File: config.mk
export PLATFORM = sky130hd
export DESIGN_NAME = bf7x7_mean_flat
export DESIGN_NICKNAME = d
export VERILOG_FILES = /design/src/rtl/box_filter_7x7_rgb_core_defines.svh /design/src/rtl/bf7x7_pkg.sv /design/src/rtl/bf7x7_rsp_if.sv /design/src/rtl/bf7x7_mean.sv /design/src/flat_wrapper.sv
export SDC_FILE = /design/constraint.sdc
export NUM_CORES = 1
export LEC_CHECK = 0
export ABC_CLOCK_PERIOD_IN_PS = 6700
export BUFFER_PORTS_ARGS = -buffer_cell sky130_fd_sc_hd__buf_2
export CORE_MARGIN = 2
export CORE_UTILIZATION = 40
export CTS_BUF_LIST = sky130_fd_sc_hd__clkbuf_8
export DETAILED_ROUTE_END_ITERATION = 8
export PLACE_DENSITY = 0.58
export RECOVER_POWER = 100
export SLEW_MARGIN = 20
export SYNTH_ARGS = -nofsm -noshare
export SYNTH_HDL_FRONTEND = slang
export SYNTH_SLANG_ARGS = --single-unit
export TNS_END_PERCENT = 20
File: constraint.sdc
create_clock -name clock -period 6.7 [get_ports clock]
set_input_delay 1.005 -clock clock [delete_from_list [all_inputs] [get_ports clock]]
set_output_delay 1.005 -clock clock [all_outputs]
set_load 0.005 [all_outputs]
File: src/rtl/box_filter_7x7_rgb_core_defines.svh
// assertion macros shared by the box filter rtl
`ifndef BOX_FILTER_7X7_RGB_CORE_DEFINES_SVH
`define BOX_FILTER_7X7_RGB_CORE_DEFINES_SVH

// same-cycle implication, checked on every rising clock edge outside reset
`define BF7X7_ASSERT_IMPLY(label, clk, rst, ante, cons) \
   label: assert property (@(posedge clk) disable iff (rst) (ante) |-> (cons)) \
      else $error("box filter check failed");

// next-cycle implication
`define BF7X7_ASSERT_NEXT(label, clk, rst, ante, cons) \
   label: assert property (@(posedge clk) disable iff (rst) (ante) |=> (cons)) \
      else $error("box filter check failed");

`endif

File: src/rtl/bf7x7_pkg.sv
// shared types and constants of the 7x7 box filter
`default_nettype none

package bf7x7_pkg;

   localparam int KERNEL_SIZE  = 7;
   localparam int STORE_ROWS   = KERNEL_SIZE - 1;
   localparam int AREA         = KERNEL_SIZE * KERNEL_SIZE;
   localparam int NUM_CHAN     = 3;
   localparam int CHAN_W       = 8;
   localparam int CHAN_MAX     = (2 ** CHAN_W) - 1;
   localparam int PIX_W        = NUM_CHAN * CHAN_W;
   localparam int DIM_W        = 12;
   localparam int ROW_W        = 11;
   localparam int ANCHOR_W     = 11;
   localparam int SLOT_W       = $clog2(STORE_ROWS);
   localparam int COLSUM_W     = $clog2(KERNEL_SIZE * CHAN_MAX + 1);
   localparam int SUM_W        = $clog2(AREA * CHAN_MAX + 1);
   localparam int RECIP_SHIFT  = 20;
   localparam int RECIP        = ((2 ** RECIP_SHIFT) + AREA - 1) / AREA;
   localparam int RECIP_W      = $clog2(RECIP + 1);
   localparam int PROD_W       = SUM_W + RECIP_W;
   localparam int MAX_HEIGHT   = 2048;
   localparam int WIDTH_RESET  = 640;
   localparam int HEIGHT_RESET = 480;
   localparam int CSR_ADDR_W   = 3;
   localparam int CSR_DATA_W   = 32;

   localparam int CH_BLUE  = 0;
   localparam int CH_GREEN = 1;
   localparam int CH_RED   = 2;

   typedef logic [CHAN_W-1:0]   chan_type;
   typedef logic [PIX_W-1:0]    pix_type;
   typedef logic [COLSUM_W-1:0] colsum_type;
   typedef logic [SUM_W-1:0]    sum_type;
   typedef logic [DIM_W-1:0]    dim_type;
   typedef logic [SLOT_W-1:0]   slot_type;

   typedef enum logic {
      REG_WIDTH  = 1'b0,
      REG_HEIGHT = 1'b1
   } reg_index_type;

   typedef struct packed {
      logic                emit;
      logic                last;
      logic [ANCHOR_W-1:0] anchor_x;
      logic [ANCHOR_W-1:0] anchor_y;
   } meta_type;

endpackage

`default_nettype wire

File: src/rtl/bf7x7_rsp_if.sv
// window mean result channel
`default_nettype none

interface bf7x7_rsp_if;
   import bf7x7_pkg::*;

   logic                valid;
   logic                ready;
   logic [ANCHOR_W-1:0] anchor_x;
   logic [ANCHOR_W-1:0] anchor_y;
   chan_type            blue_mean;
   chan_type            green_mean;
   chan_type            red_mean;
   logic                frame_last;

   modport source (output valid, output anchor_x, output anchor_y, output blue_mean,
                   output green_mean, output red_mean, output frame_last,
                   input ready);
   modport sink (input valid, input anchor_x, input anchor_y, input blue_mean,
                 input green_mean, input red_mean, input frame_last,
                 output ready);
endinterface

`default_nettype wire

File: src/rtl/bf7x7_mean.sv
// divide window sums by the window area and hold the result item
`default_nettype none

module bf7x7_mean (
   input  wire logic                                         clock,
   input  wire logic                                         reset,
   input  wire logic                                         in_valid,
   input  wire bf7x7_pkg::sum_type [bf7x7_pkg::NUM_CHAN-1:0] sum,
   input  wire bf7x7_pkg::meta_type                          meta,
   output      logic                                         free,
   bf7x7_rsp_if.source                                       rsp
);
   import bf7x7_pkg::*;

   localparam logic [PROD_W-1:0] RECIP_P = PROD_W'(RECIP);

   logic                 valid_ff;
   logic [PROD_W-1:0]    prod [NUM_CHAN];
   chan_type             quot_in [NUM_CHAN];
   chan_type             quot_ff [NUM_CHAN];
   meta_type             meta_ff;

   // floor(s / 49) as a multiply by a rounded-up reciprocal, exact for every sum
   always_comb begin
      for (int ch = 0; ch < NUM_CHAN; ch++) begin
         prod[ch]    = PROD_W'(sum[ch]) * RECIP_P;
         quot_in[ch] = prod[ch][RECIP_SHIFT +: CHAN_W];
      end
   end

   assign free = !valid_ff || rsp.ready;

   always_ff @(posedge clock) begin
      if (reset) begin
         valid_ff <= 1'b0;
      end else if (free) begin
         valid_ff <= in_valid && meta.emit;
      end
   end

   always_ff @(posedge clock) begin
      if (free) begin
         quot_ff <= quot_in;
         meta_ff <= meta;
      end
   end

   assign rsp.valid      = valid_ff;
   assign rsp.anchor_x   = meta_ff.anchor_x;
   assign rsp.anchor_y   = meta_ff.anchor_y;
   assign rsp.blue_mean  = quot_ff[CH_BLUE];
   assign rsp.green_mean = quot_ff[CH_GREEN];
   assign rsp.red_mean   = quot_ff[CH_RED];
   assign rsp.frame_last = meta_ff.last;
endmodule

`default_nettype wire

File: src/flat_wrapper.sv
// flat-port wrapper written by rule: the top's interface ports become plain ports
module bf7x7_mean_flat import bf7x7_pkg::*;
  (clock, reset, in_valid, sum, meta, free, rsp_valid, rsp_anchor_x, rsp_anchor_y, rsp_blue_mean, rsp_green_mean, rsp_red_mean, rsp_frame_last, rsp_ready);
  bf7x7_rsp_if rsp_i ();
  input  wire logic clock;
  input  wire logic reset;
  input  wire logic in_valid;
  input  wire bf7x7_pkg::sum_type [bf7x7_pkg::NUM_CHAN-1:0] sum;
  input  wire bf7x7_pkg::meta_type meta;
  output      logic free;
  output wire logic [$bits(rsp_i.valid)-1:0] rsp_valid;
  output wire logic [$bits(rsp_i.anchor_x)-1:0] rsp_anchor_x;
  output wire logic [$bits(rsp_i.anchor_y)-1:0] rsp_anchor_y;
  output wire logic [$bits(rsp_i.blue_mean)-1:0] rsp_blue_mean;
  output wire logic [$bits(rsp_i.green_mean)-1:0] rsp_green_mean;
  output wire logic [$bits(rsp_i.red_mean)-1:0] rsp_red_mean;
  output wire logic [$bits(rsp_i.frame_last)-1:0] rsp_frame_last;
  input wire logic [$bits(rsp_i.ready)-1:0] rsp_ready;
  assign rsp_valid = rsp_i.valid;
  assign rsp_anchor_x = rsp_i.anchor_x;
  assign rsp_anchor_y = rsp_i.anchor_y;
  assign rsp_blue_mean = rsp_i.blue_mean;
  assign rsp_green_mean = rsp_i.green_mean;
  assign rsp_red_mean = rsp_i.red_mean;
  assign rsp_frame_last = rsp_i.frame_last;
  assign rsp_i.ready = rsp_ready;
  bf7x7_mean u_core (.clock(clock), .reset(reset), .in_valid(in_valid), .sum(sum), .meta(meta), .free(free), .rsp(rsp_i));
endmodule
# After elaboration in Yosys (flattened, before gate mapping)
# Cells that the tools add are included.
# op_classes
mul,3
reduce_logical,3
# op_table
cell,count
14-bit by 12-bit multiplier with 25-bit output (second input constant),3
1-bit logical AND,1
1-bit zero test,1
1-bit logical OR,1
# word_totals
reg_bits,48
input_bits,70
output_inout_bits,49
word_cells,13

# Longest topological paths before layout
# logic_depth
ltp_word,2
depth_mapped,17
ltp_nobuf,17

# Least setup slack after synthesis
# No wires, ideal clock.
# synth_path
path_type,input-to-reg
start,input sum[31] in the netlist's numbering
end,"register u_core.quot_ff, in the netlist u_core.rsp.red_mean[4] (data pin)"
setup_time_ns,0.255
t_arrival_ns,4.677
t_required_ns,6.445
slack_ns,1.768
path_stages,13
path_buffers,0
cell_sequence,ha_1 > fa_1 > fa_1 > fa_1 > fa_1 > ha_1 > a21o_1 > a21oi_1 > nor2b_1 > nor4_1 > o41a_1 > or4b_1 > and3_1
# synth_rtl
element,line_no,source
"start, declared",flat_wrapper.sv:8,input wire bf7x7_pkg::sum_type [bf7x7_pkg::NUM_CHAN-1:0] sum;
"end signal, assigned",bf7x7_mean.sv:43,quot_ff <= quot_in;
"end, declared",bf7x7_mean.sv:20,chan_type quot_ff [NUM_CHAN];

==> results.toml <==
[place]
place.port_buffers = 118
worst_setup_slack_after_placement_ps = 1320
finalWeightedCongestion = 0.823
placedInstanceArea_mm2 = 0.0109
dpl.hpwl_mm = 17.8

[die]
floorplan.die.height_um = 161
dieArea_mm2 = 0.0259
fp.dieW_um = 161
boundaryPins = 119
placement_rows = 57
core_area_mm2 = 0.0242
starting_utilization_of_the_core_area_pct = 40.7

[grt]
grt_start_max_net_pins = 49
grt_antenna_before_repair = 0
overflow = 0
grt_pass1_vias = 6827
globalRouteTotalUtil_pct = 16.0
grt_first_pass_wirelength_mm = 33.7

[sta]
finalSetupViolations = 0
hold_viol = 0
drv_slew = 49
grt_setup_unrepaired = "no"
layout_setup_ws_ps = 1470
slew_headroom_pct = -77.6
worst_hold_slack_ps = 858
period_share_pct = 78.0
post-route-min-period_ps = 5230
fin_setup_tns_ps = 0
fmax_mhz = 191
finalClockSkew_ps = 10.5
tightestPinTransition_ps = 2660

[run]
max_cap_violations = 1

[clock_tree]
cts_tree = "built"
postCtsResizedCells = 0
ctsHtreeMaxLevel = 2
holdBufCountCts = 0
clk_pin_slew_worst_paths_ps = 90
setup_buffers_after_cts = 0
maximum_count_of_clock_buffers_along_a_single_path = 2
clock_latency_ps = 300
clock_root_buffer = "clkbuf_8"
clock_sinks = 48
cts_made_buffers = 5

[synth]
yosysMostFrequentCell = "ha_1"
postSynthRegisterBits = 48
yosysWarningCount = 0
synthArstFlopShare_pct = 0
number_of_enable_type_register_cells_in_the_synthesized_netlist = 47
synth_flop_type = "edfxtp_1"
yosys-top-cells-count = "264 x ha_1, 235 x inv_1, 147 x fa_1, 47 x edfxtp_1, 34 x a21oi_1"
netlist_instances = 895
synth_top_area_cell = "ha_1"
number_of_different_library_cells_in_the_post_synthesis_netlist = 50
syn_area_mm2 = 0.00986
synth-seq-area-share_pct = 14.5
syn_area_per_cell_um2 = 11.0
yosysTopAreaCellShare_pct = 33.5
number_of_nets_produced_by_synthesis = 1376
top_cells_by_area_synth = "ha_1 33%, fa_1 30%, edfxtp_1 14%, inv_1 8.9%, xnor2_1 2.1%"

[outcome]
failed_checks = "capacitance limit, slew limit"
status = "finished, violations left"

[hold_path]
min-delay-path-class = "input pin to flop"
worst_hold_startpoint = "reset"

[worst_setup_path]
worstPathCellList = "clkbuf_1 -> ha_1 -> fa_1 -> inv_1 -> fa_1 -> inv_1 -> fa_1 -> fa_1 -> ha_1 -> and4_1 -> and2_0 -> o2111ai_1 -> a31oi_1 -> nor2_1 -> o21ai_0 -> xnor2_1"
crit_path_start = "sum[32]"
worst_r2r_startpoint = "u_core.rsp.valid"
crit_family = "adder cells"
critical_path.n_buffers_inverters = 3
slowest_stage_delay_on_critical_path_ps = 490
endpoint_kind = "flop"
crit_arrival_ps = 5280
startpoint_type = "input pin"
path_common_cell = "fa_1"
criticalPathCategory = "input pin to flop"
worst-endpoint-required_ps = 6750
critical_path_peak_fanout = 5
worst_path_max_delay_cell = "fa_1"

[detailed_routing]
avgRoutedWirePerCell_um = 14.4
firstDrtPassIters = 4
route.detailed.vias_per_inst = 4.63
number_of_violations_reported_at_the_end_of_detailed_routing_iteration_0 = 260
vias = 6224
detail_route.drc_violations = 0
drt-total-wl_mm = 19.4
drtAntennaViolNets = 0

[cells_and_area]
nNetsFinal = 1501
design_area_mm2 = 0.0109
post-route-util_pct = 44.9
antenna-diode-count = 0
area_added_between_synthesis_and_finish_pct = 10.4
drive_above_1_share_pct = 8.72

[power]
power.ir.vdd_worst_mv = 0.125
leakagePower_uw = 0.00581
power_per_unit_of_standard_cell_area_mw_per_mm2 = 321
## cells in the final DEF, fill, tap and decap left out, types with 3 or more instances in the layout
cell	instances
a21o_1	8
a21oi_1	34
buf_2	77
clkbuf_1	41
clkbuf_8	5
edfxtp_1	47
fa_1	147
ha_1	264
inv_1	236
nand2_1	17
nand3_1	7
nand4_1	8
nor2_1	18
nor3_1	7
o211ai_1	3
o21a_1	5
o21ai_0	16
o31ai_1	3
xnor2_1	24
xor2_1	11
## kinds of logic after synthesis
kind of cell | Yosys count | synth area share [%]
XOR/XNOR | 35 | 3.11
adder cells (fa/ha/maj) | 411 | 63.3
buffers and inverters | 236 | 8.98
multiplexers | 1 | 0.101
AND/OR/NAND/NOR | 71 | 3.55
AO/OA/AOI/OAI | 93 | 6.43
flip-flops | 48 | 14.5
## sequential cells by signal (all words and copies together), names as in the netlist
signal,flops
u_core.rsp.anchor_x,11
u_core.rsp.anchor_y,11
u_core.rsp.blue_mean,8
u_core.rsp.green_mean,8
u_core.rsp.red_mean,8
u_core.rsp.frame_last,1
u_core.rsp.valid,1
## per-layer routing
metal,track usage (%),up-vias,part of all wire (%)
met5,0,-,0
li1,-,3192,-
met1,21.7,2960,46
met4,2.03,0,0.63
met3,1.28,8,2.3
met2,28.9,64,51
## stage by stage
step,power (uW),std cells
floorplan,2640,895
global placement,3330,1337
detailed placement,3350,1337
CTS,3610,1345
global route,4020,1345
finish,3500,1345
## path summary, 6_finish.rpt
check,endpoint,slack (ps),cells past startpoint
max,u_core.rsp.red_mean[7],1470,16
min,u_core.rsp.valid,860,2
max reg2reg,u_core.rsp.green_mean[6],3960,2
min reg2reg,u_core.rsp.valid,1850,3
## layout make-up
cell class	count	area, um2
Multi-Input combinational cell	611	7520
Clock buffer	5	68.8
Sequential cell	48	1430
Fill cell	2357	13400
Clock inverter	3	38.8
Timing Repair Buffer	119	543
Tap cell	324	405
Inverter	235	882
## power breakdown
part	internal [uW]	switching, uW
Clock	110	101
Sequential	499	29.0
Combinational	1220	1540
(Power assumes the default switching activity.)
