--- config.mk ---
export PLATFORM = sky130hd
export DESIGN_NAME = bf7x7_window
export DESIGN_NICKNAME = d
export VERILOG_FILES = /design/src/rtl/box_filter_7x7_rgb_core_defines.svh /design/src/rtl/bf7x7_pkg.sv /design/src/rtl/bf7x7_window.sv
export SDC_FILE = /design/constraint.sdc
export NUM_CORES = 1
export LEC_CHECK = 0
export ABC_AREA = 1
export BUFFER_PORTS_ARGS = -buffer_cell sky130_fd_sc_hd__buf_2
export CAP_MARGIN = 20
export CORE_ASPECT_RATIO = 0.6
export CORE_MARGIN = 1
export CORE_UTILIZATION = 50
export CTS_CLUSTER_DIAMETER = 200
export DETAILED_ROUTE_END_ITERATION = 7
export MAX_ROUTING_LAYER = met4
export PLACE_DENSITY = 0.73
export SYNTH_ARGS = -nofsm -noshare
export SYNTH_HDL_FRONTEND = slang
export SYNTH_SLANG_ARGS = --single-unit
--- constraint.sdc ---
create_clock -name clock -period 10.4 [get_ports clock]
set_input_delay 0.52 -clock clock [delete_from_list [all_inputs] [get_ports clock]]
set_output_delay 0.52 -clock clock [all_outputs]
set_load 0.1 [all_outputs]
--- src/rtl/box_filter_7x7_rgb_core_defines.svh ---
// assertion macros shared by the box filter rtl
`ifndef BOX_FILTER_7X7_RGB_CORE_DEFINES_SVH
`define BOX_FILTER_7X7_RGB_CORE_DEFINES_SVH

// same-cycle implication, checked on every rising clock edge outside reset
`define BF7X7_ASSERT_IMPLY(label, clk, rst, ante, cons) \
   label: assert property (@(posedge clk) disable iff (rst) (ante) |-> (cons)) \
      else $error("box filter check failed");

// next-cycle implication
`define BF7X7_ASSERT_NEXT(label, clk, rst, ante, cons) \
   label: assert property (@(posedge clk) disable iff (rst) (ante) |=> (cons)) \
      else $error("box filter check failed");

`endif

--- src/rtl/bf7x7_pkg.sv ---
// shared types and constants of the 7x7 box filter
`default_nettype none

package bf7x7_pkg;

   localparam int KERNEL_SIZE  = 7;
   localparam int STORE_ROWS   = KERNEL_SIZE - 1;
   localparam int AREA         = KERNEL_SIZE * KERNEL_SIZE;
   localparam int NUM_CHAN     = 3;
   localparam int CHAN_W       = 8;
   localparam int CHAN_MAX     = (2 ** CHAN_W) - 1;
   localparam int PIX_W        = NUM_CHAN * CHAN_W;
   localparam int DIM_W        = 12;
   localparam int ROW_W        = 11;
   localparam int ANCHOR_W     = 11;
   localparam int SLOT_W       = $clog2(STORE_ROWS);
   localparam int COLSUM_W     = $clog2(KERNEL_SIZE * CHAN_MAX + 1);
   localparam int SUM_W        = $clog2(AREA * CHAN_MAX + 1);
   localparam int RECIP_SHIFT  = 20;
   localparam int RECIP        = ((2 ** RECIP_SHIFT) + AREA - 1) / AREA;
   localparam int RECIP_W      = $clog2(RECIP + 1);
   localparam int PROD_W       = SUM_W + RECIP_W;
   localparam int MAX_HEIGHT   = 2048;
   localparam int WIDTH_RESET  = 640;
   localparam int HEIGHT_RESET = 480;
   localparam int CSR_ADDR_W   = 3;
   localparam int CSR_DATA_W   = 32;

   localparam int CH_BLUE  = 0;
   localparam int CH_GREEN = 1;
   localparam int CH_RED   = 2;

   typedef logic [CHAN_W-1:0]   chan_type;
   typedef logic [PIX_W-1:0]    pix_type;
   typedef logic [COLSUM_W-1:0] colsum_type;
   typedef logic [SUM_W-1:0]    sum_type;
   typedef logic [DIM_W-1:0]    dim_type;
   typedef logic [SLOT_W-1:0]   slot_type;

   typedef enum logic {
      REG_WIDTH  = 1'b0,
      REG_HEIGHT = 1'b1
   } reg_index_type;

   typedef struct packed {
      logic                emit;
      logic                last;
      logic [ANCHOR_W-1:0] anchor_x;
      logic [ANCHOR_W-1:0] anchor_y;
   } meta_type;

endpackage

`default_nettype wire

--- src/rtl/bf7x7_window.sv ---
// column sums, column sum shift line and window sum pipeline
`default_nettype none

module bf7x7_window (
   input  wire logic                                         clock,
   input  wire logic                                         reset,
   input  wire logic                                         in_valid,
   input  wire bf7x7_pkg::pix_type                           pixel,
   input  wire bf7x7_pkg::meta_type                          pos,
   input  wire bf7x7_pkg::pix_type [bf7x7_pkg::STORE_ROWS-1:0] lines,
   input  wire logic                                         out_free,
   output      logic                                         in_ready,
   output      logic                                         sum_valid,
   output      bf7x7_pkg::sum_type [bf7x7_pkg::NUM_CHAN-1:0] sum,
   output      bf7x7_pkg::meta_type                          sum_meta
);
   import bf7x7_pkg::*;

   logic va_ff, vb_ff, vc_ff;
   logic en_a, en_b, en_c;

   pix_type  pix_a_ff;
   meta_type meta_a_ff, meta_b_ff, meta_c_ff;

   colsum_type [NUM_CHAN-1:0] colsum_in;
   colsum_type [NUM_CHAN-1:0] colsum_b_ff;
   colsum_type [NUM_CHAN-1:0] cs_ff [STORE_ROWS];
   sum_type    [NUM_CHAN-1:0] sum_in;
   sum_type    [NUM_CHAN-1:0] sum_c_ff;

   assign en_c     = !vc_ff || out_free;
   assign en_b     = !vb_ff || en_c;
   assign en_a     = !va_ff || en_b;
   assign in_ready = en_a;

   // one column of the window: six stored lines plus the new pixel
   always_comb begin
      for (int ch = 0; ch < NUM_CHAN; ch++) begin
         colsum_in[ch] = COLSUM_W'(pix_a_ff[ch*CHAN_W +: CHAN_W]);
         for (int r = 0; r < STORE_ROWS; r++) begin
            colsum_in[ch] = colsum_in[ch] + COLSUM_W'(lines[r][ch*CHAN_W +: CHAN_W]);
         end
      end
   end

   // newest column plus the six before it
   always_comb begin
      for (int ch = 0; ch < NUM_CHAN; ch++) begin
         sum_in[ch] = SUM_W'(colsum_b_ff[ch]);
         for (int r = 0; r < STORE_ROWS; r++) begin
            sum_in[ch] = sum_in[ch] + SUM_W'(cs_ff[r][ch]);
         end
      end
   end

   always_ff @(posedge clock) begin
      if (reset) begin
         va_ff <= 1'b0;
         vb_ff <= 1'b0;
         vc_ff <= 1'b0;
      end else begin
         if (en_a) begin
            va_ff <= in_valid;
         end
         if (en_b) begin
            vb_ff <= va_ff;
         end
         if (en_c) begin
            vc_ff <= vb_ff;
         end
      end
   end

   always_ff @(posedge clock) begin
      if (en_a) begin
         pix_a_ff  <= pixel;
         meta_a_ff <= pos;
      end
      if (en_b) begin
         colsum_b_ff <= colsum_in;
         meta_b_ff   <= meta_a_ff;
      end
      if (en_c) begin
         sum_c_ff  <= sum_in;
         meta_c_ff <= meta_b_ff;
      end
      if (en_c && vb_ff) begin
         cs_ff[0] <= colsum_b_ff;
         for (int r = 1; r < STORE_ROWS; r++) begin
            cs_ff[r] <= cs_ff[r-1];
         end
      end
   end

   assign sum_valid = vc_ff;
   assign sum       = sum_c_ff;
   assign sum_meta  = meta_c_ff;
endmodule

`default_nettype wire

After elaboration in Yosys (flattened, before gate mapping)
Memories as Yosys holds them, arrays and structs flattened.
Cells that the tools add are included.

storage, ports and cells
  output and inout bits = 68
  RAM bits = 198
  word-level logic and storage cells = 68
  memories kept = 1
  input port bits = 196
  flip-flop bits (word level) = 174

memories
  name   depth  bits a word  rd ports  clocked after Yosys merged registers in  wr ports  RTL line            RTL
  cs_ff  6      33           6         0                                        6         bf7x7_window.sv:27  colsum_type [NUM_CHAN-1:0] cs_ff [STORE_ROWS];

cells by class
  muxes and demuxes = 2
  $add $sub $neg = 36
  reductions and logical operators = 7

operators by type and width
  operator                                   count
  14-bit by 11-bit adder with 14-bit output  9
  11-bit by 8-bit adder with 11-bit output   9
  13-bit by 11-bit adder with 14-bit output  3
  12-bit by 11-bit adder with 13-bit output  3
  11-bit by 11-bit adder with 12-bit output  3
  10-bit by 8-bit adder with 11-bit output   3
  9-bit by 8-bit adder with 10-bit output    3
  8-bit by 8-bit adder with 9-bit output     3
  1-bit logical NOT                          3
  1-bit logical OR                           3
  1-bit 2-to-1 mux                           2
  1-bit logical AND                          1

Logic depth before layout (Yosys ltp)
Gate-level depths: netlist (run 1).

  depth in word-level cells = 6
  depth in mapped cells = 18

Worst setup path after synthesis (run 1)
OpenSTA, ideal clock, no wires.

  path type = register -> register
  start = reg vc_ff, in the netlist sum_valid
  end = mem cs_ff[0][0] (netlist bit) (enable)
  clock period less this slack = 11,170 ps
  stages on the path, launching flop included = 2
  slack = -770 ps
  library setup time = 821 ps
  buffers on the path = 0
  data required time = 9,579 ps
  arrival = 10,349 ps
  path through = dfxtp_1 > a21oi_1

RTL lines
  item                      RTL line            RTL
  start: declaration        bf7x7_window.sv:19  logic va_ff, vb_ff, vc_ff;
  start signal: assignment  bf7x7_window.sv:69  vc_ff <= vb_ff;
  end: declaration          bf7x7_window.sv:27

==> results.toml, run 1 <==
[status]
status = "complete, no violations"

[global_route]
antenna_found_initial = 1
grt_max_degree = 199
grt_overflow = 0
grt_use_total_pct = 18.8
grt_pass1_wl_microns = 64100
grt_pass1_vias = 12800

[finish]
area.growth.synth_to_final_pct = 14.6
seqCellArea_sq_um = 11100
multi_input_area_sq_um = 8460
drive_gt1_share_pct = 15.5
nNetsFinal = 2674
final_common_cell = "inv_1"
antenna_cells = 0
design_area_sq_um = 25300
most-common-layout-cells = "inv_1 (676), edfxtp_1 (369), fa_1 (273)"
num-fill-cells = 3471

[critical_path]
path_buf_inv = 4
end_kind = "register"
r2r_cells = 15
start_kind = "register"
worst-path-stages = 15
crit_type = "reg2reg"
crit_path_max_fanout = 4
r2r_end = "sum[41]"
required_ps = 10670
path_delay_family = "adder cells"
cpMaxStageDelayCell = "fa_1"
worstSetupStartpoint = "colsum_b_ff[28]"
critPathCapture = "sum[41]"
reg2reg_from = "colsum_b_ff[28]"
cp_slowest_stage_delay_ps = 530
path_cells = "inv_1, fa_1, inv_1, fa_1, inv_1, fa_1, fa_1, inv_1, ha_1, a21oi_1, nor2_1, nor2_1, nand2_1, nand2_1, nand3_1"
rrSetupSlack_ps = 6490
arrival_ps = 4180

[floorplan]
core_area_sq_um = 43500
die_y_microns = 165
die-area_sq_um = 45100
num_rows = 59
io_pins = 264
die_width_microns = 274
start_util_pct = 50.9

[clocking]
postCtsSetupRepairBufs = 0
cts_tree = "done"
clk_latency_ps = 550
ctsLongestPathBuffers = 3
clk_pin_slew_ps = 60
cts_resized = 0
clock-sinks = 372
cts-root-buf = "clkbuf_16"
cts_made_buffers = 38
htree_levels = 2
ctsHoldBuffers = 0

[logic_synthesis]
syn-num-nets = 2368
synth_cells = 1812
ys_warn_count = 0
synthesis.area_sq_um = 22100
yosys-top-cells-area = "edfxtp_1 (50%), fa_1 (25%), inv_1 (11%)"
synth.top_cell.area_share_pct = 50.1
synth_cell_type_count = 19
syn_avg_cell_area_sq_um = 12.2
ys_ff_latch = 372
yosys.area.top_type = "edfxtp_1"
synth_seq_area_share_pct = 50.4

[placement]
io_buffer_count = 263
place_ws_ps = 6320
dp_hpwl_microns = 30800
postPlaceCellArea_sq_um = 24200
gp_congestion = 0.866

[run]
cap_violations = 0

[sta]
finalSetupViolCount = 0
worstMarginPinSlew_ps = 1220
clock_skew_ps = 24.0
min_period_ps = 3910
drv_slew = 0
finalHoldViolCount = 0
rsz0062_at_grt = "no"
slew_headroom_pct = 18.9
min_period_over_period_pct = 37.6
fmax_mhz = 256
setup_slack_ps = 6490
timing.setup.tns_ps = 0

[routing]
vias_per_cell = 4.60
finalWirelength_microns = 39700
detail-route-antenna-nets = 0
drtIter0Drc = 815
dr.pass1.iters = 7
drc = 0
avgRoutedWirePerCell_microns = 14.6
dr_total_vias = 12500

[worst_hold_path]
min_path_type = "in2reg"
==> routing by layer <==
metal	GRT usage [%]	up-vias	wire [microns]
li1	-	6031	-
met1	26.9	6071	18700
met2	28.3	359	18100
met3	3.15	55	2120
met4	4.67	0	778
met5	-	-	0
==> logic make-up after synthesis <==
kind of cell               share of synthesized area (%)
buffers and inverters                               11.5
DFF                                                 50.4
AOI/OAI and AO/OA                                   1.13
adders and majority gates                           29.6
and+or+nand+nor                                     6.21
xor gates and xnor gates                            1.19
==> synth_stat cells <==
library cell / number
o21ai_1: 3
fa_1: 273
nand3_2: 6
nand2_1: 214
xor2_1: 24
nand2_2: 1
xnor2_1: 6
nor2_1: 34
nor3_1: 6
ha_1: 87
o21ai_0: 3
edfxtp_1: 369
o21ai_2: 3
nand4_1: 12
dfxtp_1: 3
o21bai_1: 3
inv_1: 677
nand3_1: 54
a21oi_1: 34
==> area by class of cell <==
class | count | area share, %
clock buffer | 43 | 3.91
tap | 579 | 2.86
multi-input combinational | 763 | 33.4
timing repair buffer | 266 | 5.33
sequential | 372 | 44.0
clock inverter | 22 | 0.523
inverter | 677 | 10.0
==> worst reg2reg max path: cells and delay by family, from the launching register on <==
family / cells / cell delay (ps)
compound gates: 1 / 260
fa+ha+maj: 5 / 2280
buf+inv: 4 / 230
flops: 1 / 410
simple gates: 5 / 470
==> registers in the layout, indices dropped and copies added (netlist names), 24 cells and up <==
| signal | flops |
|---|---|
| pix_a_ff | 24 |
| meta_a_ff | 24 |
| colsum_b_ff | 33 |
| cs_ff | 198 |
| sum_meta | 24 |
| sum | 42 |
| meta_b_ff | 24 |
==> per-stage QoR <==
stage / std cells / hold slack (ps) / utilization, %
after floorplan: 1812 / 400 / -
after global placement: 2657 / 400 / 55.7
after detailed placement: 2657 / 405 / 55.7
after CTS: 2722 / 112 / 58.3
after global routing: 2722 / 121 / 58.3
final: 2722 / 143 / 58.3
==> how the worst min path moves through the flow <==
stage	startpoint	to	depth (start not counted)	slack [ps]
global route	pos[2]	meta_a_ff[2]	1	120
finish	pixel[8]	pix_a_ff[8]	1	140
floorplan	meta_a_ff[0]	meta_b_ff[0]	0	400
global placement	meta_b_ff[17]	sum_meta[17]	0	400
CTS	pixel[8]	pix_a_ff[8]	1	110
detailed placement	meta_a_ff[17]	meta_b_ff[17]	0	400
Power of run 1 is left out: the tool's default activity adds up to more than one toggle a clock period on the data nets, which glitch-free logic cannot reach.
==> run 2, diff against run 1 <==
- ABC_AREA: 1 -> 0
- PLACE_DENSITY: 0.73 -> 0.7
- clock period: 10.4 -> 3.7 ns (I/O delays scaled with it)
==> run 2 against run 1 <==
Compared with the run above:
- the flow now finishes with violations (negative setup slack)
- die area is 2.4% lower
- design area is 6.4% higher
- via count is 2.3% lower
- synthesized cell count decreased by 12%
- cell count decreased by 2.5%
- wire length rose by 1.9%
- maximum frequency fell by 2.5%
- global-route usage is 1.0 points higher
- critical endpoint is now sum[24]
- first-iteration DRC count down 23%
==> results.toml, run 2 <==
[logic_synthesis]
yosys.area.top_type = "edfxtp_1"
syn-num-nets = 2144
synth_seq_area_share_pct = 51.6
synth_cell_type_count = 38
synthesis.area_sq_um = 21600
synth_common_cells = "inv_1 (588), edfxtp_1 (369), fa_1 (273)"
syn_avg_cell_area_sq_um = 13.6
async_flop_share_pct = 0
ys_warn_count = 0
synth-main-ff-cell = "edfxtp_1"
synth_most_common_cell = "inv_1"
ys_ff_latch = 372
synth_edf_count = 369
yosys-top-cells-area = "edfxtp_1 (51%), fa_1 (25%), inv_1 (10%)"
synth.top_cell.area_share_pct = 51.3
synth_cells = 1588

[routing]
drc = 0
dr_total_vias = 12200
vias_per_cell = 4.61
detail-route-antenna-nets = 0
finalWirelength_microns = 40500
drtIter0Drc = 627
dr.pass1.iters = 4
avgRoutedWirePerCell_microns = 15.2

[status]
status = "finished, violations left"
violations = "negative setup slack"

[critical_path]
arrival_ps = 4400
start_kind = "register"
crit_path_max_fanout = 3
required_ps = 4090
end_kind = "register"
crit_type = "reg2reg"

[clocking]
clock-sinks = 372
clk_latency_ps = 530
cts_tree = "done"
ctsLongestPathBuffers = 3
clk_pin_slew_ps = 70
cts_made_buffers = 38
cts-root-buf = "clkbuf_16"
htree_levels = 2

[global_route]
grt_pass1_vias = 13300
use_met3_pct = 3.33
use_met1_pct = 27.8
grtUsageMet2_pct = 31.0
grt_pass1_wl_microns = 67000
busiest_layer = "met2"
grt_use_total_pct = 19.9
grt_max_degree = 102
antenna_found_initial = 0
grt_overflow = 0

[sta]
finalHoldViolCount = 0
rsz0062_at_grt = "yes"
finalSetupViolCount = 22
worstMarginPinSlew_ps = 993
fmax_mhz = 249
min_period_over_period_pct = 108
slew_headroom_pct = 33.8
timing.setup.tns_ps = -3690
drv_slew = 0
clock_skew_ps = 13.0
setup_slack_ps = -309
min_period_ps = 4010

[finish]
nNetsFinal = 2612
area.growth.synth_to_final_pct = 25.0
largest_reg_flops = 198
drive_gt1_share_pct = 26.5
antenna_cells = 0
final_common_cell = "inv_1"
most-common-layout-cells = "inv_1 (553), edfxtp_1 (369), fa_1 (270)"
largest_register = "cs_ff"

[floorplan]
die_y_microns = 163
die-area_sq_um = 44000
die_width_microns = 270
core_area_sq_um = 42200
num_rows = 58
start_util_pct = 51.1
io_pins = 264

[placement]
dp_hpwl_microns = 30200
io_buffer_count = 263
place_ws_ps = -313
gp_congestion = 0.859

[worst_hold_path]
min_path_type = "in2reg"

[run]
cap_violations = 0
[run 2: changes by cell type in the layout (fill, tap and decap cells not counted), moves of 18 or more]
cell	before	now
buf_4	2	110
inv_2	1	34
a21o_1	0	21
xnor2_1	6	39
dlygate4sd3_1	0	51
xor2_1	24	5
inv_1	676	553
ha_1	87	69
nand2_1	212	13
nand3_1	54	7
[run 2: path summary, 6_finish.rpt]
kind / slack, ps / cells after the start / end / startpoint
min reg2reg: 410 / 0 / meta_b_ff[19] / meta_a_ff[19]
max: -310 / 14 / sum[24] / cs_ff[2][15]
max reg2reg: -310 / 14 / sum[24] / cs_ff[2][15]
min: 60 / 4 / vb_ff / out_free
[run 2: area by class of cell]
| cell class | count | area, sq um |
|---|---|---|
| multi-input cells | 625 | 8820 |
| fillers | 3192 | 15300 |
| well taps | 570 | 713 |
| flip-flops and latches | 372 | 11100 |
| clock buffers | 44 | 1040 |
| clock inverters | 24 | 309 |
| inverters | 588 | 2210 |
| repair buffers | 431 | 2740 |
[run 2: logic make-up after synthesis]
kind of cell | Yosys count | synth area share (%)
AOI/OAI and AO/OA | 121 | 3.70
xor gates and xnor gates | 46 | 1.87
adders and majority gates | 360 | 30.4
buffers and inverters | 591 | 10.3
DFF | 372 | 51.6
and+or+nand+nor | 98 | 2.16
[run 2: critical path, stage by stage, from the launching register on]
cell and delay (ps):
edfxtp_1 360, inv_2 50, fa_1 550, inv_2 40, fa_1 530, inv_1 50
fa_1 450, fa_1 500, inv_2 50, ha_4 270, a21o_1 130, a21oi_2 70
o221a_4 260, or4b_1 500, nand3_1 70
[run 2: what timing repair did]
| action | 4_1_cts | 5_1_grt |
|---|---|---|
| setup buffers | 18 | 7 |
| hold buffers | 51 | 0 |
| pin swaps | 48 | 30 |
| endpoints found under the setup margin | 21 | 29 |
| hold endpoints to repair | 51 | 0 |
| resized for setup | 77 | 40 |
[run 2: through the flow]
step | std cells | hold WS (ps) | utilization [%] | area, sq um
floorplan | 1588 | 248 | - | 21800
global placement | 2512 | 361 | 58.0 | 24500
detailed placement | 2512 | 363 | 58.0 | 24500
CTS | 2647 | 25.7 | 63.4 | 26800
global route | 2654 | 36.3 | 63.9 | 27000
finish | 2654 | 60.8 | 63.9 | 27000
[run 2: per-layer routing]
metal,part of all wire [%],up-vias
li1,-,5827
met5,0,-
met3,4.1,59
met1,47,6111
met4,1.8,0
met2,47,232
Power of run 2 is left out for the same reason.
