File: config.mk
export PLATFORM = sky130hd
export DESIGN_NAME = bf7x7_raster
export DESIGN_NICKNAME = d
export VERILOG_FILES = /design/src/rtl/box_filter_7x7_rgb_core_defines.svh /design/src/rtl/bf7x7_pkg.sv /design/src/rtl/bf7x7_raster.sv
export SDC_FILE = /design/constraint.sdc
export NUM_CORES = 1
export LEC_CHECK = 0
export ABC_AREA = 1
export BUFFER_PORTS_ARGS = -buffer_cell sky130_fd_sc_hd__buf_4
export CAP_MARGIN = 0
export CORE_MARGIN = 10
export CORE_UTILIZATION = 45
export DETAILED_ROUTE_END_ITERATION = 8
export PLACE_DENSITY = 0.71
export SLEW_MARGIN = 10
export SYNTH_ARGS = -nofsm -noshare
export SYNTH_HDL_FRONTEND = slang
export SYNTH_SLANG_ARGS = --single-unit
File: constraint.sdc
create_clock -name clock -period 1.8 [get_ports clock]
set_input_delay 0.36 -clock clock [delete_from_list [all_inputs] [get_ports clock]]
set_output_delay 0.36 -clock clock [all_outputs]
set_load 0.005 [all_outputs]
File: src/rtl/box_filter_7x7_rgb_core_defines.svh
// assertion macros shared by the box filter rtl
`ifndef BOX_FILTER_7X7_RGB_CORE_DEFINES_SVH
`define BOX_FILTER_7X7_RGB_CORE_DEFINES_SVH

// same-cycle implication, checked on every rising clock edge outside reset
`define BF7X7_ASSERT_IMPLY(label, clk, rst, ante, cons) \
   label: assert property (@(posedge clk) disable iff (rst) (ante) |-> (cons)) \
      else $error("box filter check failed");

// next-cycle implication
`define BF7X7_ASSERT_NEXT(label, clk, rst, ante, cons) \
   label: assert property (@(posedge clk) disable iff (rst) (ante) |=> (cons)) \
      else $error("box filter check failed");

`endif

File: src/rtl/bf7x7_pkg.sv
// shared types and constants of the 7x7 box filter
`default_nettype none

package bf7x7_pkg;

   localparam int KERNEL_SIZE  = 7;
   localparam int STORE_ROWS   = KERNEL_SIZE - 1;
   localparam int AREA         = KERNEL_SIZE * KERNEL_SIZE;
   localparam int NUM_CHAN     = 3;
   localparam int CHAN_W       = 8;
   localparam int CHAN_MAX     = (2 ** CHAN_W) - 1;
   localparam int PIX_W        = NUM_CHAN * CHAN_W;
   localparam int DIM_W        = 12;
   localparam int ROW_W        = 11;
   localparam int ANCHOR_W     = 11;
   localparam int SLOT_W       = $clog2(STORE_ROWS);
   localparam int COLSUM_W     = $clog2(KERNEL_SIZE * CHAN_MAX + 1);
   localparam int SUM_W        = $clog2(AREA * CHAN_MAX + 1);
   localparam int RECIP_SHIFT  = 20;
   localparam int RECIP        = ((2 ** RECIP_SHIFT) + AREA - 1) / AREA;
   localparam int RECIP_W      = $clog2(RECIP + 1);
   localparam int PROD_W       = SUM_W + RECIP_W;
   localparam int MAX_HEIGHT   = 2048;
   localparam int WIDTH_RESET  = 640;
   localparam int HEIGHT_RESET = 480;
   localparam int CSR_ADDR_W   = 3;
   localparam int CSR_DATA_W   = 32;

   localparam int CH_BLUE  = 0;
   localparam int CH_GREEN = 1;
   localparam int CH_RED   = 2;

   typedef logic [CHAN_W-1:0]   chan_type;
   typedef logic [PIX_W-1:0]    pix_type;
   typedef logic [COLSUM_W-1:0] colsum_type;
   typedef logic [SUM_W-1:0]    sum_type;
   typedef logic [DIM_W-1:0]    dim_type;
   typedef logic [SLOT_W-1:0]   slot_type;

   typedef enum logic {
      REG_WIDTH  = 1'b0,
      REG_HEIGHT = 1'b1
   } reg_index_type;

   typedef struct packed {
      logic                emit;
      logic                last;
      logic [ANCHOR_W-1:0] anchor_x;
      logic [ANCHOR_W-1:0] anchor_y;
   } meta_type;

endpackage

`default_nettype wire

File: src/rtl/bf7x7_raster.sv
// raster position counters, line store slot and window position flags
`default_nettype none

module bf7x7_raster #(
   parameter int MAX_WIDTH = 2048
) (
   input  wire logic                                clock,
   input  wire logic                                reset,
   input  wire logic                                accept,
   input  wire logic                                cfg_write,
   input  wire bf7x7_pkg::dim_type                  width,
   input  wire bf7x7_pkg::dim_type                  height,
   output      logic [$clog2(MAX_WIDTH)-1:0]        addr,
   output      bf7x7_pkg::slot_type                 slot,
   output      bf7x7_pkg::meta_type                 pos
);
   import bf7x7_pkg::*;

   localparam int AW    = $clog2(MAX_WIDTH);
   localparam int CNT_W = (AW > DIM_W) ? AW : DIM_W;

   logic [CNT_W-1:0] col_ff, col_in;
   logic [ROW_W-1:0] row_ff, row_in;
   slot_type         slot_ff, slot_in;
   logic             col_last;
   logic             row_last;
   logic [CNT_W-1:0] col_off;
   logic [ROW_W-1:0] row_off;

   assign col_last = col_ff == (CNT_W'(width) - CNT_W'(1));
   assign row_last = DIM_W'(row_ff) == (height - DIM_W'(1));
   assign col_off  = col_ff - CNT_W'(KERNEL_SIZE - 1);
   assign row_off  = row_ff - ROW_W'(KERNEL_SIZE - 1);

   always_comb begin
      pos.emit     = (col_ff >= CNT_W'(KERNEL_SIZE - 1)) &&
                     (row_ff >= ROW_W'(KERNEL_SIZE - 1));
      pos.last     = col_last && row_last;
      pos.anchor_x = col_off[ANCHOR_W-1:0];
      pos.anchor_y = row_off[ANCHOR_W-1:0];
   end

   always_comb begin
      col_in  = col_ff;
      row_in  = row_ff;
      slot_in = slot_ff;
      priority if (cfg_write) begin
         col_in  = '0;
         row_in  = '0;
         slot_in = '0;
      end else if (accept) begin
         if (col_last) begin
            col_in = '0;
            if (row_last) begin
               row_in  = '0;
               slot_in = '0;
            end else begin
               row_in  = row_ff + ROW_W'(1);
               // slot follows row modulo the number of stored lines
               slot_in = (slot_ff == SLOT_W'(STORE_ROWS - 1)) ? '0 : slot_ff + SLOT_W'(1);
            end
         end else begin
            col_in = col_ff + CNT_W'(1);
         end
      end else begin
         col_in  = col_ff;
         row_in  = row_ff;
         slot_in = slot_ff;
      end
   end

   always_ff @(posedge clock) begin
      if (reset) begin
         col_ff  <= '0;
         row_ff  <= '0;
         slot_ff <= '0;
      end else begin
         col_ff  <= col_in;
         row_ff  <= row_in;
         slot_ff <= slot_in;
      end
   end

   assign addr = col_ff[AW-1:0];
   assign slot = slot_ff;
endmodule

`default_nettype wire

; ---- Word level (Yosys, flattened, before mapping)
; Cells that the tools add are included.
[word_totals]
in_bits = 28
register_bits = 26
elab_cells = 23
output_inout_bits = 38
[op_classes]
n_eq_ne = 3
magnitude_cmp = 2
mux = 4
reduce_logical = 4
n_addsub = 7
[op_table]
columns = op, n
row1 = $sub 12x1->12 const B, 2
row2 = $sub 11x3->11 const B, 2
row3 = $add 12x1->12 const B, 1
row4 = $eq 11x12->1, 1
row5 = $eq 12x12->1, 1
row6 = $ge 12x3->1 const B, 1
row7 = $mux 12, 1
row8 = $add 11x1->11 const B, 1
row9 = $ge 11x3->1 const B, 1
row10 = $mux 11, 1
row11 = $mux 3, 2
row12 = $add 3x1->3 const B, 1
row13 = $eq 3x3->1 const B, 1
row14 = $logic_and 1x1->1, 2
row15 = $reduce_and 2->1, 1
row16 = $reduce_or 2->1, 1

; ---- Logic depth before layout (Yosys ltp)
; Gate-level depths: netlist of the first run.
[logic_depth]
word_depth = 3
mapped_depth = 16
depth_no_buf = 15

; ---- Worst setup path after synthesis of the first run
; No wires, ideal clock.
[synth_path]
path_kind = in2out
startpoint = in width[0]
endpoint = out pos[22] in the netlist's numbering
setup_slack_ps = -226
stages = 12
path_buffers = 0
t_arrival_ps = 1666
required_time_ps = 1440
cell_sequence = inv_1 ha_1 nand2_1 nor2_1 o21ai_0 nand2_1 nand2_1 nor2_1 nand4_1 nor2_2 inv_1 nor3_1
[synth_rtl]
columns = item, line_no
row1 = from (decl), bf7x7_raster.sv:11  ; input wire bf7x7_pkg::dim_type width,
row2 = to (decl), bf7x7_raster.sv:15  ; output bf7x7_pkg::meta_type pos

==> run metrics, run 1 <==
Yosys warnings=0; final wirelength=9960 microns; initial antenna violation count=0; CTS tree=built; worst-path maximum fanout=3; highest metal used=met4; met3 wire len=~500 microns; crit start category=input pin; Finished Core Util=71.9%; H-tree depth=1; largest net degree at the start of global routing=22; Port Buf Inserts=65; leading area contributor after synthesis=dfxtp_1; area of the mapped netlist=3030 sq um; WL met1=3820 microns; maximum VDD drop=approximately 0.30 mV; vias in the first global route=3,445; Mapped Avg Cell Area=roughly 6.0 sq um; Post-synth EDFFs=0; Hold Path Class=input pin to flip-flop; TritonCTS sink count=26; I/O pin count=66; Pleak=2.15 nW; P&R area growth vs syn=53.3%; Clock Skew=0.00413 ns; status=finished, violations left; routed vias=3,567; Clock Latency Late Sink=about 0.27 ns; layout cells sized above 1=42.7%; dpl ws=-0.381 ns; fmax=451 MHz; RSZ-0062 raised after global routing=yes; Initial Util=46.9%; Reg2Reg Capture Point=col_ff[6]; DRT antenna net count=0; GRT Total Usage=17.3%; WL met2=5400 microns; Congestion Overflow GR=0; core area=6460 sq um; critical path startpoint=width[0]; Post-DP HPWL=7310 microns; synth top area cells=dfxtp_1 17%, nand2_1 16%, xor2_1 8.7%; Post-synth top flop=dfxtp_1; Worst R2R Start=col_ff[1]; Critical Path End=pos[22]; critical path required time=1.44 ns; ratio of final minimum period to clock period=123%; endpoints failing setup=35; top-count cell post-synth=nand2_1; #FFs+latches synth=26; drt drc=0; Tightest Pin Transition=0.414 ns; # fillers=527; Design Area, Final=~4600 sq um; Yosys top cell area share=between 10% and 20%; Initial DRC Count=around 110; Setup CP Type=input pin to output pin; site row count=29; Synth Instances=502; failing checks=setup timing; die span in y=102 microns; r2r worst-path depth=14; Commonest cells post-synth=132 x nand2_1, 63 x inv_1, 59 x nor2_1, 49 x nand3_1, 30 x xor2_1; Syn Nets=538; clock tree buffer depth=2; Layout Nets=between 600 and 700; Worst setup EP type=output pin; asr flop ratio synth=0%; CTS root buf=clkbuf_8; fin. max-slew vios=0; TritonRoute pass-1 iters=4; Final Hold Fails=0; via/cell ratio=5.02; sequential area share after synthesis=17.2%; routed len/inst=14.0 microns; Final GP Congestion=0.889; Final WS setup=-0.419 ns; Max-cap violations=0; CTS buffer count=3; area post-placement=3980 sq um; Antenna Cells=0; R2R setup slack=-0.16 ns; min Tclk post-route=2.22 ns; Die W=slightly above 100 microns; hold slack=a little under 0.5 ns; worst path arrival time=1.86 ns; global-route wire length before repair=15,000 microns; Die ar.=10,400 sq um; Yosys cell types=32; PD cells=282 nW/um^2; Clock Pin Slew Worst Setup and Hold Paths=0.09 ns; Slew headroom=72.4%
repair_timing:
action	in CTS	in global routing
hold buffers	0	0
cloned	1	2
buffers inserted	13	6
resized for setup	53	62
endpoints found under the setup margin	25	38
pin swaps	9	22
power breakdown:
| group | leakage (nW) | total [mW] | switching [mW] | internal (mW) |
|---|---|---|---|---|
| combinational | 1.90 | 0.353 | 0.187 | 0.166 |
| sequential | 0.215 | 0.574 | 0.00176 | 0.572 |
| clock | 0.0288 | 0.386 | 0.191 | 0.196 |
stage by stage:
stage               TNS [ns]  std cells  power, mW
global route           -9.66        711       1.37
detailed placement     -7.62        690      0.902
finish                 -5.72        711       1.31
floorplan             -0.101        502      0.758
CTS                    -2.73        705       1.30
global placement       -6.11        690      0.895
registers in the layout, indices dropped and copies added (netlist names):
signal  flops
slot        3
col_ff     12
row_ff     11
critical path: stages:
cell,delay [ns]
buf_8,0.08
clkinvlp_4,0.11
ha_4,0.28
inv_2,0.03
nand2_2,0.05
nand4_1,0.10
nor2_1,0.13
nand2_1,0.07
nor2_1,0.11
nand4_1,0.11
nor2_2,0.14
inv_2,0.05
nor3_2,0.10
buf_4,0.13
cell families after synthesis:
logic type      Yosys count  share of synthesized area (%)
compound gates           36                           6.57
buf+inv                  96                           17.1
flops                    26                           17.2
fa+ha+maj                 8                           3.30
xor+xnor                 44                           12.7
simple gates            292                           43.1
metal layers:
| layer | GRT usage [%] | up-vias |
|---|---|---|
| li1 | - | 1808 |
| met1 | 18.5 | 1643 |
| met2 | 32.9 | 97 |
| met3 | 4.32 | 19 |
| met4 | 4.66 | 0 |
| met5 | 0 | - |
placed cells by master, fill, tap and decap left out, types with 6 or more instances in the layout:
master,synthesis,routed
nand4_1,8,8
nand3_4,0,9
buf_6,6,13
nand3_2,1,8
inv_2,2,8
inv_1,63,56
o21ai_0,14,11
buf_4,13,140
nand2_1,132,122
nor2_2,18,22
dfxtp_2,0,6
xnor2_1,14,13
nor2_4,5,8
nand2_2,4,12
dfxtp_1,26,17
a21oi_2,2,10
a21oi_1,17,6
nor2_1,59,52
xor2_1,30,27
nand3_1,49,33
layout make-up:
| cell class | count | area, sq um | area share (%) |
|---|---|---|---|
| clock buffers | 4 | 55.1 | 1.18 |
| inverters | 65 | 248 | 5.33 |
| multi-input cells | 380 | 2390 | 51.3 |
| flip-flops and latches | 26 | 539 | 11.6 |
| well taps | 77 | 96.3 | 2.07 |
| repair buffers | 159 | 1320 | 28.5 |
worst min path at each step:
stage,start,to,cells after the start
global route,cfg_write,row_ff[0],5
global placement,slot[1],slot[1],2
detailed placement,slot[1],slot[1],2
floorplan,row_ff[10],row_ff[10],2
CTS,accept,col_ff[0],3
finish,reset,row_ff[0],5
(Power assumes the default switching activity.)
==> run 2, diff against run 1 <==
Settings changed: CORE_UTILIZATION 45 to 50, PLACE_DENSITY 0.71 to 0.77.
==> run metrics, run 2 (synthesis gave the netlist of run 1 again) <==
status=finished, violations left; failing checks=setup timing; crit start category=input pin; RSZ-0062 raised after global routing=yes; via/cell ratio=5.44; TritonCTS sink count=26; CTS tree=built; Setup CP Type=input pin to output pin; Post-DP HPWL=7420 microns; CTS root buf=clkbuf_8; maximum VDD drop=0.353 mV; PD cells=276 nW/um^2; Top reg by flops=col_ff; Pleak=2.24 nW; most frequent cells in the layout=147 x buf_4, 119 x nand2_1, 55 x inv_1, 48 x nor2_1, 33 x nand3_1; Clock Power Share=29.9%; Worst setup EP type=output pin; DRT antenna net count=0; core area=5890 sq um; Setup TNS=-7.28 ns; H-tree depth=1; Layout Nets=around 690; placed insts=696; dpl ws=-0.436 ns; layout cells sized above 1=a little under half; P&R area growth vs syn=61.1%; Hold Path Stages=4; GRT Total Usage=19.9%; routed vias=3,933; commonest non-fill, non-tap cell in the layout=buf_4; Flop pwr share=42.5%; post-route insts no fill=between 700 and 800; Antenna Cells=0; r2r worst-path depth=11; Comb pwr share=27.5%; min Tclk post-route=2.33 ns; Overall Power=1.35 mW; I/O pin count=66; Net Switching=around 410 uW; Die ar.=9570 sq um; Final WS setup=-0.534 ns; Initial DRC Count=313; worst-path maximum fanout=3; largest net degree at the start of global routing=22; fmax=428 MHz; endpoints failing setup=41; final wirelength=12,000 microns; Sw Share=30.1%; initial antenna violation count=0; global-route wire length before repair=16,700 microns; Die W=97.9 microns; max reg flops=12; die span in y=97.9 microns; Clock Pin Slew Worst Setup and Hold Paths=0.10 ns; site row count=28; Max-cap violations=0; TritonRoute pass-1 iters=5; Final Hold Fails=0; Port Buf Inserts=65; ratio of final minimum period to clock period=130%; Slew headroom=58.5%; fin. max-slew vios=0; Clock Skew=0.0133 ns; hold buffers post-CTS=0; clock tree buffer depth=2; critical path required time=1.44 ns; Initial Util=51.5%; P_int=941 uW; Final GP Congestion=0.941; routed len/inst=16.5 microns; Hold Path Class=input pin to flip-flop; worst path arrival time=1.97 ns; Congestion Overflow GR=0; Tightest Pin Transition=between 0.6 and 0.7 ns; CTS buffer count=3; vias in the first global route=3,726; drt drc=0; Clock Latency Late Sink=0.29 ns
==> run 2: changes by cell type in the layout (fill, tap and decap cells not counted), sizes merged <==
cell and change:
nor2 +1, clkbuf -1, buf +14
==> run 2: layout make-up <==
cell class / instances / area (sq um)
inverter: 65 / 248
timing repair buffer: 172 / 1450
tap: 75 / 93.8
sequential: 26 / 541
clock buffer: 4 / 55.1
multi-input combinational: 381 / 2500
fill: 363 / 1000
==> run 2: power groups by stage <==
| stage | logic (mW) | registers [mW] | clock network, mW |
|---|---|---|---|
| 2_1_floorplan | 0.166 | 0.592 | 0 |
| 3_3_place_gp | 0.315 | 0.591 | 0 |
| 3_5_place_dp | 0.323 | 0.591 | 0 |
| 4_1_cts | 0.348 | 0.573 | 0.389 |
| 5_1_grt | 0.407 | 0.573 | 0.421 |
| 6_report | 0.371 | 0.573 | 0.404 |
==> run 2: metrics by stage <==
| step | cell area (sq um) | hold slack, ns | utilization [%] |
|---|---|---|---|
| 4_1_cts | 4470 | 0.430 | 76.0 |
| 2_1_floorplan | 3050 | 0.493 | - |
| 3_5_place_dp | 4020 | 0.509 | 68.3 |
| 3_3_place_gp | 4020 | 0.499 | 68.3 |
| 5_1_grt | 4880 | 0.498 | 83.0 |
| 6_report | 4880 | 0.476 | 83.0 |
==> run 2: layer usage <==
layer / track usage [%] / part of all wire, % / up-vias
met5: 0 / 0 / -
met4: 7.49 / 5.7 / 0
met3: 4.51 / 6.9 / 70
met2: 38.3 / 52 / 212
met1: 20.3 / 35 / 1814
li1: - / - / 1837
==> run 2: timing repair <==
item / CTS / global route
gates cloned: 1 / 2
resized for setup: 67 / 83
pin swaps: 20 / 41
hold endpoints to repair: 0 / 0
setup endpoints to repair: 39 / 42
buffers inserted: 16 / 15
==> run 2: critical path: stages <==
cell	delay (ns)
buf_8	0.08
clkinvlp_4	0.10
ha_4	0.28
inv_2	0.03
nand2_2	0.05
nand4_1	0.12
nor2_2	0.15
nand2_1	0.06
nor2_1	0.09
nand4_1	0.10
nor2_2	0.18
inv_2	0.07
nor3_2	0.15
buf_4	0.14
==> run 2: final timing paths <==
path / from / end / slack [ns]
max reg2reg: row_ff[1] / row_ff[9] / -0.27
min reg2reg: slot[1] / slot[1] / 0.55
max: width[0] / pos[22] / -0.53
min: reset / row_ff[1] / 0.48
==> run 3, diff against run 2 <==
==> constraint.sdc (replaced) <==
create_clock -name clock -period 1.8 [get_ports clock]
set_input_delay 0.09 -clock clock [delete_from_list [all_inputs] [get_ports clock]]
set_output_delay 0.09 -clock clock [all_outputs]
set_load 0.005 [all_outputs]
==> run metrics, run 3 (synthesis gave the netlist of run 1 again) <==
site row count=28; Port Buf Inserts=65; global route hottest layer=met2; Final GP Congestion=0.919; DRT antenna net count=0; worst-path maximum fanout=4; layout cells sized above 1=37.5%; routed len/inst=14.9 microns; CTS root buf=clkbuf_8; Antenna Cells=0; crit start category=flip-flop; Clock Skew=0.00591 ns; Final WS setup=-0.127 ns; Initial Util=51.5%; status=finished, violations left; Final Hold Fails=0; drt drc=0; Worst setup EP type=output pin; Net Switching=~360 uW; Post-DP HPWL=6960 microns; PD cells=315 nW/um^2; Top reg by flops=col_ff; failing checks=setup timing; via/cell ratio=between 5 and 6; Comb pwr share=21.9%; P&R area growth vs syn=42.5%; P_int=997 uW; Die ar.=9570 sq um; grt met3 use=3.81%; TritonRoute pass-1 iters=7; hold slack=0.129 ns; GRT Total Usage=between 10% and 20%; grt met1 use=17.9%; Max-cap violations=0; Overall Power=1.36 mW; maximum VDD drop=0.338 mV; critical path required time=1.71 ns; worst path arrival time=1.84 ns; Tightest Pin Transition=0.550 ns; post-route insts no fill=677; Sw Share=between 20% and 30%; Design Area, Final=4320 sq um; ratio of final minimum period to clock period=107%; most frequent cells in the layout=127 x nand2_1, 114 x buf_4, 57 x inv_1, 46 x nor2_1, 41 x nand3_1; fmax=519 MHz; core area=5890 sq um; Layout Nets=639; CTS tree=built; H-tree depth=1; final wirelength=between 10,000 and 15,000 microns; commonest non-fill, non-tap cell in the layout=nand2_1; CTS buffer count=3; Clock Latency Late Sink=roughly 0.27 ns; Setup CP Type=flip-flop to output pin; Slew headroom=63.3%; fin. max-slew vios=0; Die W=97.9 microns; I/O pin count=66; area post-placement=3630 sq um; Clock Power Share=36.0%; Initial DRC Count=139; largest net degree at the start of global routing=22; min Tclk post-route=1.93 ns; clock tree buffer depth=2; global-route wire length before repair=14,600 microns; initial antenna violation count=0; Pleak=2.00 nW; dpl ws=-0.102 ns; Congestion Overflow GR=0; max reg flops=12; endpoints failing setup=4; placed insts=649; Hold Path Class=input pin to flip-flop; TritonCTS sink count=26; vias in the first global route=3,342; RSZ-0062 raised after global routing=yes; die span in y=97.9 microns; routed vias=3,576; met2 GRT Util=between 30% and 40%; Flop pwr share=a little over two fifths; Clock Pin Slew Worst Setup and Hold Paths=0.10 ns
==> run 3: routing by layer <==
metal / up-vias / part of all wire, %
met4: 0 / 4.5
met2: 160 / 52
met5: - / 0
met3: 38 / 6.2
met1: 1627 / 37
li1: 1751 / -
==> run 3: worst paths after layout <==
path / startpoint / to / slack, ns / cells after the start
max reg2reg: row_ff[6] / row_ff[9] / -0.03 / 8
min: reset / row_ff[0] / 0.13 / 4
min reg2reg: slot[1] / slot[1] / 0.51 / 2
max: col_ff[1] / pos[23] / -0.13 / 10
==> run 3: cell type report <==
class | instances | area (sq um)
fill | 442 | 1570
clock inverter | 1 | 30.0
tap | 75 | 93.8
sequential | 26 | 546
timing repair buffer | 127 | 1060
inverter | 65 | 246
multi-input combinational | 380 | 2300
clock buffer | 3 | 41.3
==> run 3: repair_timing <==
action / CTS / global route
cloned: 0 / 2
pin swaps: 9 / 22
resized for setup: 26 / 72
setup buffers: 15 / 8
endpoints found under the setup margin: 15 / 35
hold buffers: 0 / 0
==> run 3: worst max-delay path, stage by stage, from the launching register on <==
cell	delay (ns)
dfxtp_4	0.38
buf_12	0.13
buf_6	0.11
a21oi_4	0.12
nand3_2	0.13
nor2_4	0.17
nand2_4	0.08
nor2_4	0.12
a41o_1	0.14
inv_1	0.05
buf_4	0.13
==> run 3: metrics by stage <==
stage / util, % / setup TNS (ns)
floorplan: - / 0
global placement: 61.8 / -0.769
detailed placement: 61.8 / -0.954
CTS: 66.3 / 0
global route: 73.4 / -1.98
finish: 73.4 / -0.264
==> run 3: power by group through the flow <==
stage,combinational [mW],sequential [mW],clock [mW]
CTS,0.270,0.573,0.490
detailed placement,0.266,0.592,0
global route,0.328,0.573,0.517
floorplan,0.161,0.592,0
finish,0.297,0.572,0.490
global placement,0.260,0.592,0
